<file path="config.mk">
export PLATFORM = sky130hd
export DESIGN_NAME = two_queue_ratio_batch_loader_top
export DESIGN_NICKNAME = d
export VERILOG_FILES = /design/src/rtl/core/tqrbl_pkg.sv /design/src/rtl/core/tqrbl_fifo.sv /design/src/rtl/core/tqrbl_seq.sv /design/src/rtl/core/two_queue_ratio_batch_loader_top.sv
export SDC_FILE = /design/constraint.sdc
export NUM_CORES = 1
export LEC_CHECK = 0
export ABC_AREA = 0
export BUFFER_PORTS_ARGS = -buffer_cell sky130_fd_sc_hd__buf_2
export CORE_UTILIZATION = 35
export DETAILED_ROUTE_END_ITERATION = 7
export PLACE_DENSITY = 0.57
export SYNTH_ARGS = -nofsm -noshare
export SYNTH_HDL_FRONTEND = slang
export SYNTH_SLANG_ARGS = --single-unit
</file>
<file path="constraint.sdc">
create_clock -name clock -period 4.7 [get_ports clock]
set_input_delay 0.235 -clock clock [delete_from_list [all_inputs] [get_ports clock]]
set_output_delay 0.235 -clock clock [all_outputs]
set_load 0.02 [all_outputs]
</file>
<file path="src/rtl/core/tqrbl_pkg.sv">
package tqrbl_pkg;

   localparam int QUEUE_DEPTH_DEFAULT    = 16;
   localparam int BATCH_CAPACITY_DEFAULT = 10;

   localparam int ID_W        = 16;
   localparam int OP_W        = 3;
   localparam int STATUS_W    = 4;
   localparam int REQ_TDATA_W = ((ID_W + 7) / 8) * 8;

   // loading works in groups: four small slots, then one large slot
   localparam int GROUP_SIZE      = 5;
   localparam int SMALL_PER_GROUP = 4;
   localparam int POS_W           = $clog2(GROUP_SIZE);

   localparam logic [ID_W-1:0] THRESHOLD_RESET = 16'd100;

   // operation codes
   localparam logic [OP_W-1:0] OP_REGISTER  = 3'd0;
   localparam logic [OP_W-1:0] OP_ARRIVE    = 3'd1;
   localparam logic [OP_W-1:0] OP_LOAD      = 3'd2;
   localparam logic [OP_W-1:0] OP_SAIL      = 3'd3;
   localparam logic [OP_W-1:0] OP_END_CHECK = 3'd4;

   // status codes
   localparam logic [STATUS_W-1:0] ST_QUEUED        = 4'd0;
   localparam logic [STATUS_W-1:0] ST_REJECTED      = 4'd1;
   localparam logic [STATUS_W-1:0] ST_ARRIVED       = 4'd2;
   localparam logic [STATUS_W-1:0] ST_ALREADY       = 4'd3;
   localparam logic [STATUS_W-1:0] ST_NONE_WAITING  = 4'd4;
   localparam logic [STATUS_W-1:0] ST_NO_CARRIER    = 4'd5;
   localparam logic [STATUS_W-1:0] ST_PARTIAL       = 4'd6;
   localparam logic [STATUS_W-1:0] ST_MANIFEST      = 4'd7;
   localparam logic [STATUS_W-1:0] ST_NOTHING_SAIL  = 4'd8;
   localparam logic [STATUS_W-1:0] ST_STILL_WAITING = 4'd9;
   localparam logic [STATUS_W-1:0] ST_STILL_LOADED  = 4'd10;
   localparam logic [STATUS_W-1:0] ST_MAY_END       = 4'd11;

   typedef enum logic [2:0] {
      SEQ_IDLE = 3'b001,
      SEQ_LOAD = 3'b010,
      SEQ_EMIT = 3'b100
   } seq_state_type;

   typedef struct packed {
      logic push;
      logic pop;
   } fifo_ctl_type;

   typedef struct packed {
      logic empty;
      logic full;
   } fifo_stat_type;

endpackage

</file>
<file path="src/rtl/core/tqrbl_fifo.sv">
module tqrbl_fifo #(
   parameter int DEPTH = tqrbl_pkg::QUEUE_DEPTH_DEFAULT
) (
   input  logic                         clock,
   input  logic                         reset,
   input  tqrbl_pkg::fifo_ctl_type      ctl,
   input  logic [tqrbl_pkg::ID_W-1:0]   push_data,
   output logic [tqrbl_pkg::ID_W-1:0]   pop_data,
   output tqrbl_pkg::fifo_stat_type     stat
);

   localparam int IW = (DEPTH > 1) ? $clog2(DEPTH) : 1;
   localparam int CW = $clog2(DEPTH + 1);

   logic [tqrbl_pkg::ID_W-1:0] mem [DEPTH];
   logic [IW-1:0] head_ff, head_in;
   logic [IW-1:0] tail_ff, tail_in;
   logic [CW-1:0] count_ff, count_in;
   logic [tqrbl_pkg::ID_W-1:0] rdata_ff;

   always_comb begin
      head_in  = head_ff;
      tail_in  = tail_ff;
      count_in = count_ff;
      if (ctl.push) begin
         tail_in  = (tail_ff == IW'(DEPTH - 1)) ? '0 : tail_ff + IW'(1);
         count_in = count_ff + CW'(1);
      end
      if (ctl.pop) begin
         head_in  = (head_ff == IW'(DEPTH - 1)) ? '0 : head_ff + IW'(1);
         count_in = count_ff - CW'(1);
      end
   end

   always_ff @(posedge clock) begin
      if (reset) begin
         head_ff  <= '0;
         tail_ff  <= '0;
         count_ff <= '0;
      end else begin
         head_ff  <= head_in;
         tail_ff  <= tail_in;
         count_ff <= count_in;
      end
   end

   always_ff @(posedge clock) begin
      if (ctl.push) begin
         mem[tail_ff] <= push_data;
      end
      if (ctl.pop) begin
         rdata_ff <= mem[head_ff];
      end
   end

   assign pop_data   = rdata_ff;
   assign stat.empty = (count_ff == '0);
   assign stat.full  = (count_ff == CW'(DEPTH));

endmodule

</file>
<file path="src/rtl/core/tqrbl_seq.sv">
module tqrbl_seq #(
   parameter int BATCH_CAPACITY = tqrbl_pkg::BATCH_CAPACITY_DEFAULT,
   localparam int BCW = $clog2(BATCH_CAPACITY + 1)
) (
   input  logic                             clock,
   input  logic                             reset,
   input  logic [tqrbl_pkg::ID_W-1:0]       threshold,
   input  logic                             req_tvalid,
   output logic                             req_tready,
   input  logic [tqrbl_pkg::OP_W-1:0]       req_op,
   input  logic [tqrbl_pkg::ID_W-1:0]       req_id,
   output logic                             rsp_tvalid,
   input  logic                             rsp_tready,
   output logic [tqrbl_pkg::STATUS_W-1:0]   rsp_status,
   output logic [tqrbl_pkg::ID_W-1:0]       rsp_id,
   output logic [BCW-1:0]                   rsp_count,
   output logic                             rsp_last,
   input  tqrbl_pkg::fifo_stat_type         small_stat,
   input  tqrbl_pkg::fifo_stat_type         large_stat,
   output tqrbl_pkg::fifo_ctl_type          small_ctl,
   output tqrbl_pkg::fifo_ctl_type          large_ctl,
   input  logic [tqrbl_pkg::ID_W-1:0]       small_data,
   input  logic [tqrbl_pkg::ID_W-1:0]       large_data
);

   localparam int MIW = $clog2(BATCH_CAPACITY);

   tqrbl_pkg::seq_state_type state_ff, state_in;
   logic [BCW-1:0]                   batch_ff, batch_in;
   logic [tqrbl_pkg::POS_W-1:0]      pos_ff, pos_in;
   logic                             carrier_ff, carrier_in;
   logic [MIW-1:0]                   emit_idx_ff, emit_idx_in;
   logic                             wr_pend_ff, wr_pend_in;
   logic                             wr_small_ff, wr_small_in;
   logic [MIW-1:0]                   wr_idx_ff, wr_idx_in;
   logic [tqrbl_pkg::ID_W-1:0]       mrd_ff;
   logic [tqrbl_pkg::ID_W-1:0]       manifest [BATCH_CAPACITY];

   logic                             rsp_valid_ff, rsp_valid_in;
   logic [tqrbl_pkg::STATUS_W-1:0]   status_ff, status_in;
   logic [tqrbl_pkg::ID_W-1:0]       id_ff, id_in;
   logic [BCW-1:0]                   count_ff, count_in;
   logic                             last_ff, last_in;
   logic                             out_load;

   logic out_free;
   logic accept;
   logic both_empty;
   logic take_small;
   logic is_small;
   logic emit_last;

   assign out_free   = !rsp_valid_ff || rsp_tready;
   assign req_tready = (state_ff == tqrbl_pkg::SEQ_IDLE) && out_free;
   assign accept     = req_tvalid && req_tready;
   assign both_empty = small_stat.empty && large_stat.empty;
   assign is_small   = req_id < threshold;
   // last group slot prefers a large vehicle, the others prefer small ones
   assign take_small = (pos_ff == tqrbl_pkg::POS_W'(tqrbl_pkg::SMALL_PER_GROUP)) ?
                       large_stat.empty : !small_stat.empty;
   assign emit_last  = (BCW'(emit_idx_ff) + BCW'(1)) == batch_ff;

   always_comb begin
      state_in     = state_ff;
      batch_in     = batch_ff;
      pos_in       = pos_ff;
      carrier_in   = carrier_ff;
      emit_idx_in  = emit_idx_ff;
      wr_pend_in   = 1'b0;
      wr_small_in  = wr_small_ff;
      wr_idx_in    = wr_idx_ff;
      small_ctl    = '0;
      large_ctl    = '0;
      out_load     = 1'b0;
      status_in    = status_ff;
      id_in        = '0;
      count_in     = batch_ff;
      last_in      = 1'b1;
      rsp_valid_in = rsp_valid_ff && !rsp_tready;

      unique case (state_ff)
         tqrbl_pkg::SEQ_IDLE: begin
            if (accept) begin
               unique case (req_op)
                  tqrbl_pkg::OP_REGISTER: begin
                     out_load = 1'b1;
                     if (is_small) begin
                        small_ctl.push = !small_stat.full;
                        status_in = small_stat.full ? tqrbl_pkg::ST_REJECTED
                                                    : tqrbl_pkg::ST_QUEUED;
                     end else begin
                        large_ctl.push = !large_stat.full;
                        status_in = large_stat.full ? tqrbl_pkg::ST_REJECTED
                                                    : tqrbl_pkg::ST_QUEUED;
                     end
                  end
                  tqrbl_pkg::OP_ARRIVE: begin
                     out_load = 1'b1;
                     if (carrier_ff) begin
                        status_in = tqrbl_pkg::ST_ALREADY;
                     end else begin
                        carrier_in = 1'b1;
                        batch_in   = '0;
                        pos_in     = '0;
                        count_in   = '0;
                        status_in  = tqrbl_pkg::ST_ARRIVED;
                     end
                  end
                  tqrbl_pkg::OP_LOAD: begin
                     if (both_empty) begin
                        out_load  = 1'b1;
                        status_in = tqrbl_pkg::ST_NONE_WAITING;
                     end else if (!carrier_ff) begin
                        out_load  = 1'b1;
                        status_in = tqrbl_pkg::ST_NO_CARRIER;
                     end else begin
                        state_in = tqrbl_pkg::SEQ_LOAD;
                     end
                  end
                  tqrbl_pkg::OP_SAIL: begin
                     if (batch_ff == '0 || !carrier_ff) begin
                        out_load  = 1'b1;
                        status_in = tqrbl_pkg::ST_NOTHING_SAIL;
                     end else begin
                        state_in    = tqrbl_pkg::SEQ_EMIT;
                        emit_idx_in = '0;
                     end
                  end
                  tqrbl_pkg::OP_END_CHECK: begin
                     out_load = 1'b1;
                     if (!both_empty) begin
                        status_in = tqrbl_pkg::ST_STILL_WAITING;
                     end else if (batch_ff != '0) begin
                        status_in = tqrbl_pkg::ST_STILL_LOADED;
                     end else begin
                        status_in = tqrbl_pkg::ST_MAY_END;
                        count_in  = '0;
                     end
                  end
                  default: begin
                  end
               endcase
            end
         end
         tqrbl_pkg::SEQ_LOAD: begin
            if (batch_ff == BCW'(BATCH_CAPACITY)) begin
               state_in    = tqrbl_pkg::SEQ_EMIT;
               emit_idx_in = '0;
            end else if (both_empty) begin
               if (out_free) begin
                  out_load  = 1'b1;
                  status_in = tqrbl_pkg::ST_PARTIAL;
                  state_in  = tqrbl_pkg::SEQ_IDLE;
               end
            end else begin
               // one vehicle per cycle; the queue registers its id, which is then written into the manifest
               small_ctl.pop = take_small;
               large_ctl.pop = !take_small;
               wr_pend_in    = 1'b1;
               wr_small_in   = take_small;
               wr_idx_in     = batch_ff[MIW-1:0];
               batch_in      = batch_ff + BCW'(1);
               pos_in        = (pos_ff == tqrbl_pkg::POS_W'(tqrbl_pkg::GROUP_SIZE - 1)) ?
                               '0 : pos_ff + tqrbl_pkg::POS_W'(1);
            end
         end
         tqrbl_pkg::SEQ_EMIT: begin
            if (out_free) begin
               out_load  = 1'b1;
               status_in = tqrbl_pkg::ST_MANIFEST;
               id_in     = mrd_ff;
               count_in  = '0;
               last_in   = emit_last;
               if (emit_last) begin
                  state_in   = tqrbl_pkg::SEQ_IDLE;
                  batch_in   = '0;
                  pos_in     = '0;
                  carrier_in = 1'b0;
               end else begin
                  emit_idx_in = emit_idx_ff + MIW'(1);
               end
            end
         end
         default: begin
            state_in = tqrbl_pkg::SEQ_IDLE;
         end
      endcase

      if (out_load) begin
         rsp_valid_in = 1'b1;
      end
   end

   always_ff @(posedge clock) begin
      if (reset) begin
         state_ff     <= tqrbl_pkg::SEQ_IDLE;
         batch_ff     <= '0;
         pos_ff       <= '0;
         carrier_ff   <= 1'b0;
         emit_idx_ff  <= '0;
         wr_pend_ff   <= 1'b0;
         rsp_valid_ff <= 1'b0;
      end else begin
         state_ff     <= state_in;
         batch_ff     <= batch_in;
         pos_ff       <= pos_in;
         carrier_ff   <= carrier_in;
         emit_idx_ff  <= emit_idx_in;
         wr_pend_ff   <= wr_pend_in;
         rsp_valid_ff <= rsp_valid_in;
      end
   end

   always_ff @(posedge clock) begin
      wr_small_ff <= wr_small_in;
      wr_idx_ff   <= wr_idx_in;
      if (out_load) begin
         status_ff <= status_in;
         id_ff     <= id_in;
         count_ff  <= count_in;
         last_ff   <= last_in;
      end
   end

   // manifest store: one write port from the queues, one read port for emit
   always_ff @(posedge clock) begin
      if (wr_pend_ff) begin
         manifest[wr_idx_ff] <= wr_small_ff ? small_data : large_data;
      end
      mrd_ff <= manifest[emit_idx_in];
   end

   assign rsp_tvalid = rsp_valid_ff;
   assign rsp_status = status_ff;
   assign rsp_id     = id_ff;
   assign rsp_count  = count_ff;
   assign rsp_last   = last_ff;

endmodule

</file>
<file path="src/rtl/core/two_queue_ratio_batch_loader_top.sv">
// two-queue ratio batch loader
// req channel: one command per transaction, the operation in req_tuser and the
// vehicle id in req_tdata. register sorts the id into the small or large queue
// by csr threshold, arrive announces a carrier, load moves queued vehicles into
// the batch, sail ships the batch, end check reports whether work remains.
// rsp channel: status in rsp_tuser, id and batch count in rsp_tdata, rsp_tlast
// on the final result of a command. unused operation codes give no result.
// register, arrive, end check and a refused load or sail return one result.
// a load moves queued vehicles into the batch, one pop of a queue memory each
// cycle; when the batch fills, its manifest follows at one result per cycle
// while rsp_tready does not stall it. a sail emits the same way. the block
// takes no new command until every result of the current one has been handed
// to the output register; a stalled rsp_tready holds the result and stops the
// sequencer before its next result. reset empties both queues, clears batch
// and carrier and sets the threshold to 100. csr_we writes the threshold; the
// user must assert it only while idle, the block itself does not enforce this.
module two_queue_ratio_batch_loader_top #(
   parameter int QUEUE_DEPTH    = tqrbl_pkg::QUEUE_DEPTH_DEFAULT,
   parameter int BATCH_CAPACITY = tqrbl_pkg::BATCH_CAPACITY_DEFAULT
) (
   input  logic                                  clock,
   input  logic                                  reset,
   input  logic                                  csr_we,
   input  logic [tqrbl_pkg::ID_W-1:0]            csr_wdata,
   input  logic                                  req_tvalid,
   output logic                                  req_tready,
   input  logic [tqrbl_pkg::REQ_TDATA_W-1:0]     req_tdata,  // vehicle_id
   input  logic [tqrbl_pkg::OP_W-1:0]            req_tuser,  // operation
   output logic                                  rsp_tvalid,
   input  logic                                  rsp_tready,
   // out_vehicle_id, load_count
   output logic [((tqrbl_pkg::ID_W + $clog2(BATCH_CAPACITY + 1) + 7) / 8) * 8 - 1:0]
                                                 rsp_tdata,
   output logic [tqrbl_pkg::STATUS_W-1:0]        rsp_tuser,  // status
   output logic                                  rsp_tlast   // last
);

   localparam int BCW         = $clog2(BATCH_CAPACITY + 1);
   localparam int RSP_TDATA_W = ((tqrbl_pkg::ID_W + BCW + 7) / 8) * 8;

   logic [tqrbl_pkg::ID_W-1:0] threshold_ff;
   logic [tqrbl_pkg::ID_W-1:0] req_id;
   logic [tqrbl_pkg::ID_W-1:0] small_data, large_data;
   logic [tqrbl_pkg::ID_W-1:0] rsp_id;
   logic [BCW-1:0]             rsp_count;

   tqrbl_pkg::fifo_ctl_type  small_ctl, large_ctl;
   tqrbl_pkg::fifo_stat_type small_stat, large_stat;

   always_ff @(posedge clock) begin
      if (reset) begin
         threshold_ff <= tqrbl_pkg::THRESHOLD_RESET;
      end else if (csr_we) begin
         threshold_ff <= csr_wdata;
      end
   end

   assign req_id = req_tdata[tqrbl_pkg::ID_W-1:0];

   tqrbl_fifo #(.DEPTH(QUEUE_DEPTH)) u_small_queue (
      .clock     (clock),
      .reset     (reset),
      .ctl       (small_ctl),
      .push_data (req_id),
      .pop_data  (small_data),
      .stat      (small_stat)
   );

   tqrbl_fifo #(.DEPTH(QUEUE_DEPTH)) u_large_queue (
      .clock     (clock),
      .reset     (reset),
      .ctl       (large_ctl),
      .push_data (req_id),
      .pop_data  (large_data),
      .stat      (large_stat)
   );

   tqrbl_seq #(.BATCH_CAPACITY(BATCH_CAPACITY)) u_seq (
      .clock      (clock),
      .reset      (reset),
      .threshold  (threshold_ff),
      .req_tvalid (req_tvalid),
      .req_tready (req_tready),
      .req_op     (req_tuser),
      .req_id     (req_id),
      .rsp_tvalid (rsp_tvalid),
      .rsp_tready (rsp_tready),
      .rsp_status (rsp_tuser),
      .rsp_id     (rsp_id),
      .rsp_count  (rsp_count),
      .rsp_last   (rsp_tlast),
      .small_stat (small_stat),
      .large_stat (large_stat),
      .small_ctl  (small_ctl),
      .large_ctl  (large_ctl),
      .small_data (small_data),
      .large_data (large_data)
   );

   assign rsp_tdata = RSP_TDATA_W'({rsp_count, rsp_id});

   // never pop an empty queue or push a full one
   a_small_pop_nonempty: assert property (@(posedge clock) disable iff (reset)
      small_ctl.pop |-> !small_stat.empty)
      else $error("pop of empty small queue");

   a_large_pop_nonempty: assert property (@(posedge clock) disable iff (reset)
      large_ctl.pop |-> !large_stat.empty)
      else $error("pop of empty large queue");

   a_push_not_full: assert property (@(posedge clock) disable iff (reset)
      !(small_ctl.push && small_stat.full) && !(large_ctl.push && large_stat.full))
      else $error("push into full queue");

   // a push only comes from an accepted transaction, never during a load
   a_no_push_and_pop: assert property (@(posedge clock) disable iff (reset)
      (small_ctl.push || large_ctl.push) |-> !(small_ctl.pop || large_ctl.pop))
      else $error("queue push and pop in one cycle");

endmodule

</file>
==> results.cfg <==
[synthesis]
ys_top_cells_by_area = edfxtp_1, mux4_2, dfxtp_1, mux2i_1, ha_1
ys_seq_elements = 809
synth_flop_cell = edfxtp_1
async_flop_share_pct = 0
syn_area_um2 = 32200
synth.most_common_cell = edfxtp_1
synth_top_area_share_pct = 68.4
synth_common_cells = edfxtp_1, mux4_2, mux2i_1
avgSynthCellArea_um2 = 19.0
seq_area_frac_synth_pct = 73.1
synth_cells = 1692
synth_cell_type_count = 70
netlist.top_cell.by_area = edfxtp_1
synth_edf_count = 734
yosys_warnings = 0

[timing]
relSlewSlack_pct = 24.8
final-hold-violation-count = 0
rsz0062_at_grt = no
drv_slew = 0
skew_ns = 0.0204
tightest_slew_ns = 1.13
fin_tns_setup_ns = 0
period_share_pct = 78.3
finalSetupViolCount = 0
period_needed_ns = 3.68
fmax_mhz = 272

[setup_path]
reg2reg_depth = 13
crit_chain = or3b_1 > nor2_2 > or2b_4 > inv_4 > and2_4 > clkinv_4 > fa_1 > inv_1 > a21o_1 > a21oi_1 > nor3b_1 > a311oi_2 > o311ai_1
arrival_ns = 4.18
critPathMaxStageDelay_ns = 0.50
reg2reg_from = u_seq.state_ff[1]$_SDFFE_PP0P_
cp_num_buf_inv = 3
timing.rr.end = u_small_queue.count_ff[4]$_SDFFE_PP0P_
cp_top_family = simple AND/OR/NAND/NOR gates
critPathKind = reg -> reg
endpoint_kind = flop
ff2ff_setup_slack_ns = 1.02
required_ns = 5.20
crit_slowest_cell = dfxtp_1
crit_fanout = 28
startpoint_type = flop

[placed_design]
io_buffers = 66
gp_congestion = 0.827
hpwl_um = 46700

[cells_and_area]
areaGrowthSynthToFinish_pct = 16.0
utilization_pct = 41.2
nets = 1932
drive_gt1_share_pct = 25.8
diodes = 0

[pwr]
clockPowerShare_pct = 45.5
seq_power_share_pct = 52.3
netSwitchingPower_uw = 3050
sw_frac_of_total_pct = 20.3
combPwrFrac_pct = 2.2
ir_drop_uv = 295
p_leak_uw = 0.0128
p_int_uw = 12000
power.density_nw_per_um2 = 402

[global_route]
grt_use_met3_pct = 2.51
grt_antenna_before_repair = 1
grt_pass1_vias = 16200
grt_pass1_wl_um = 111000
track_usage_pct = 16.2
grt_start_max_net_pins = 69
grtUsageMet1_pct = 22.9
gr-usage-met2_pct = 25.8
busiest_layer = met2
overflow = 0

[die]
die-area_um2 = 93200
core_area_um2 = 90600
rows = 110
die_width_um = 305
die_h_um = 305
ios = 71
initial_core_util_pct = 35.6

[clock_network]
cts-htree-levels = 3
cts_max_path_buffers = 3
cts_made_buffers = 85
root_buffer = clkbuf_16
cts_tree = yes
post_cts_resized = 0
cts_sinks = 809
worstSkewPairLatency_ns = 0.64
cts_setup_buffers = 0
clkTransAtPathRegs_ns = 0.07

[routing]
routedWlPerCell_um = 24.1
drtPass1Iterations = 5
drc = 0
vias_per_cell = 5.21
final_antenna_net_count = 0
vias = 16100
drt-total-wl_um = 74800
drt_iter0_drc = 1454

[job]
maxCapViolCount = 0

[worst_hold_path]
hp-start = req_tdata[14]
holdPathEnd = u_small_queue.mem[2][14]$_DFFE_PP_
min_path_cells = 1
holdCritPathClass = in -> reg

[outcome]
status = complete, no violations
==> power groups by stage <==
stage	clock network (uW)	registers [uW]	logic (uW)
after detailed placement	0	8000	321
after CTS	6980	7850	333
final	6840	7850	329
after global routing	7230	7850	358
after floorplan	0	8020	118
after global placement	0	8000	312
==> worst reg2reg max path: stages (launching register included) <==
cell and delay, ns:
dfxtp_1 0.50, or3b_1 0.49, nor2_2 0.26, or2b_4 0.34, inv_4 0.13, and2_4 0.40, clkinv_4 0.14, fa_1 0.48
inv_1 0.08, a21o_1 0.11, a21oi_1 0.12, nor3b_1 0.18, a311oi_2 0.20, o311ai_1 0.13
==> sequential cells by signal, indices dropped and copies added, names as in the netlist, 4 cells and up <==
register and cells:
u_large_queue.mem 256, u_small_queue.mem 256, u_seq.manifest 160, threshold_ff 16, u_large_queue.pop_data 16, u_seq.mrd_ff 16
u_seq.rsp_id 16, u_small_queue.pop_data 16, u_large_queue.count_ff 5, u_small_queue.count_ff 5, u_large_queue.head_ff 4, u_large_queue.tail_ff 4
u_seq.batch_ff 4, u_seq.emit_idx_ff 4, u_seq.rsp_count 4, u_seq.rsp_status 4, u_seq.wr_idx_ff 4, u_small_queue.head_ff 4
u_small_queue.tail_ff 4
==> worst max-delay path by stage <==
stage / slack (ns) / cells after the start / end / startpoint
detailed placement: 1.08 / 13 / u_small_queue.count_ff[4]$_SDFFE_PP0P_ / u_seq.state_ff[1]$_SDFFE_PP0P_
finish: 1.02 / 13 / u_small_queue.count_ff[4]$_SDFFE_PP0P_ / u_seq.state_ff[1]$_SDFFE_PP0P_
global route: 0.82 / 13 / u_small_queue.count_ff[4]$_SDFFE_PP0P_ / u_seq.state_ff[1]$_SDFFE_PP0P_
global placement: 1.12 / 15 / u_small_queue.count_ff[4]$_SDFFE_PP0P_ / u_seq.batch_ff[0]$_SDFFE_PP0P_
floorplan: 1.28 / 13 / u_large_queue.count_ff[4]$_SDFFE_PP0P_ / u_seq.state_ff[1]$_SDFFE_PP0P_
CTS: 1.04 / 13 / u_small_queue.count_ff[4]$_SDFFE_PP0P_ / u_seq.state_ff[1]$_SDFFE_PP0P_
==> stage by stage <==
step,hold slack (ns),power [uW],area [um2],worst slack (ns),instances
after floorplan,0.334,8140,32200,1.28,1695
after global placement,0.464,8320,34300,1.12,2924
after detailed placement,0.473,8330,34300,1.08,2924
after CTS,0.0248,15200,37400,1.04,3099
after global routing,0.0180,15400,37400,0.821,3099
final,0.0435,15000,37400,1.02,3099
==> layout by cell type (no fill, tap or decap), types with 4 or more instances in the layout <==
master         count
o21ai_1           21
nand2_1           45
nor2_1            58
xnor2_1            7
a21oi_1           42
and2_1             9
clkbuf_16         87
a211oi_1           5
a311oi_1           5
a21o_1            16
buf_4             71
nand4_1            6
nand3b_1           6
conb_1             4
o211ai_1           4
mux4_2           160
bufinv_16         11
nand2b_1           8
inv_1             35
and3_1            49
nand3_1           12
clkinv_2          20
dlygate4sd3_1     18
nor3_1             5
nor3_2             7
clkinv_1          15
dfxtp_1           71
mux2_2            33
mux2i_1          130
ha_1              37
a31oi_1            5
buf_2             66
o21ai_0           14
edfxtp_1         734
nor3b_1            4
mux2_1             4
nor2b_1            9
buf_12             4
clkbuf_1          14
==> layout make-up <==
cell class	count	area, um2
clock buffers	102	2240
clock inverters	55	613
fillers	7947	53200
inverters	39	154
multi-input cells	759	8200
flip-flops and latches	809	23600
well taps	1176	1470
repair buffers	159	1120
==> layer usage <==
metal | routed length [um] | part of all wire [%] | vias up
met3 | 4100 | 5.5 | 105
met4 | 1680 | 2.2 | 0
met5 | 0 | 0 | -
met2 | 36000 | 48 | 461
li1 | - | - | 7112
met1 | 33000 | 44 | 8461
==> kinds of logic (layout without fill, tap and decap cells) <==
| group | after synthesis | count (layout) | synth area share (%) |
|---|---|---|---|
| fa+ha+maj | 39 | 39 | 1.56 |
| buf+inv | 127 | 355 | 1.71 |
| flops | 809 | 809 | 73.1 |
| simple gates | 239 | 239 | 3.99 |
| xor+xnor | 11 | 11 | 0.346 |
| other cells | 1 | 4 | 0.0116 |
| compound gates | 138 | 138 | 2.72 |
| mux | 328 | 328 | 16.6 |
==> repair_timing <==
item	CTS	global route
hold endpoints to repair	18	0
hold buffers	18	0
endpoints found under the setup margin	0	0
Power figures use the tool's default switching activity.
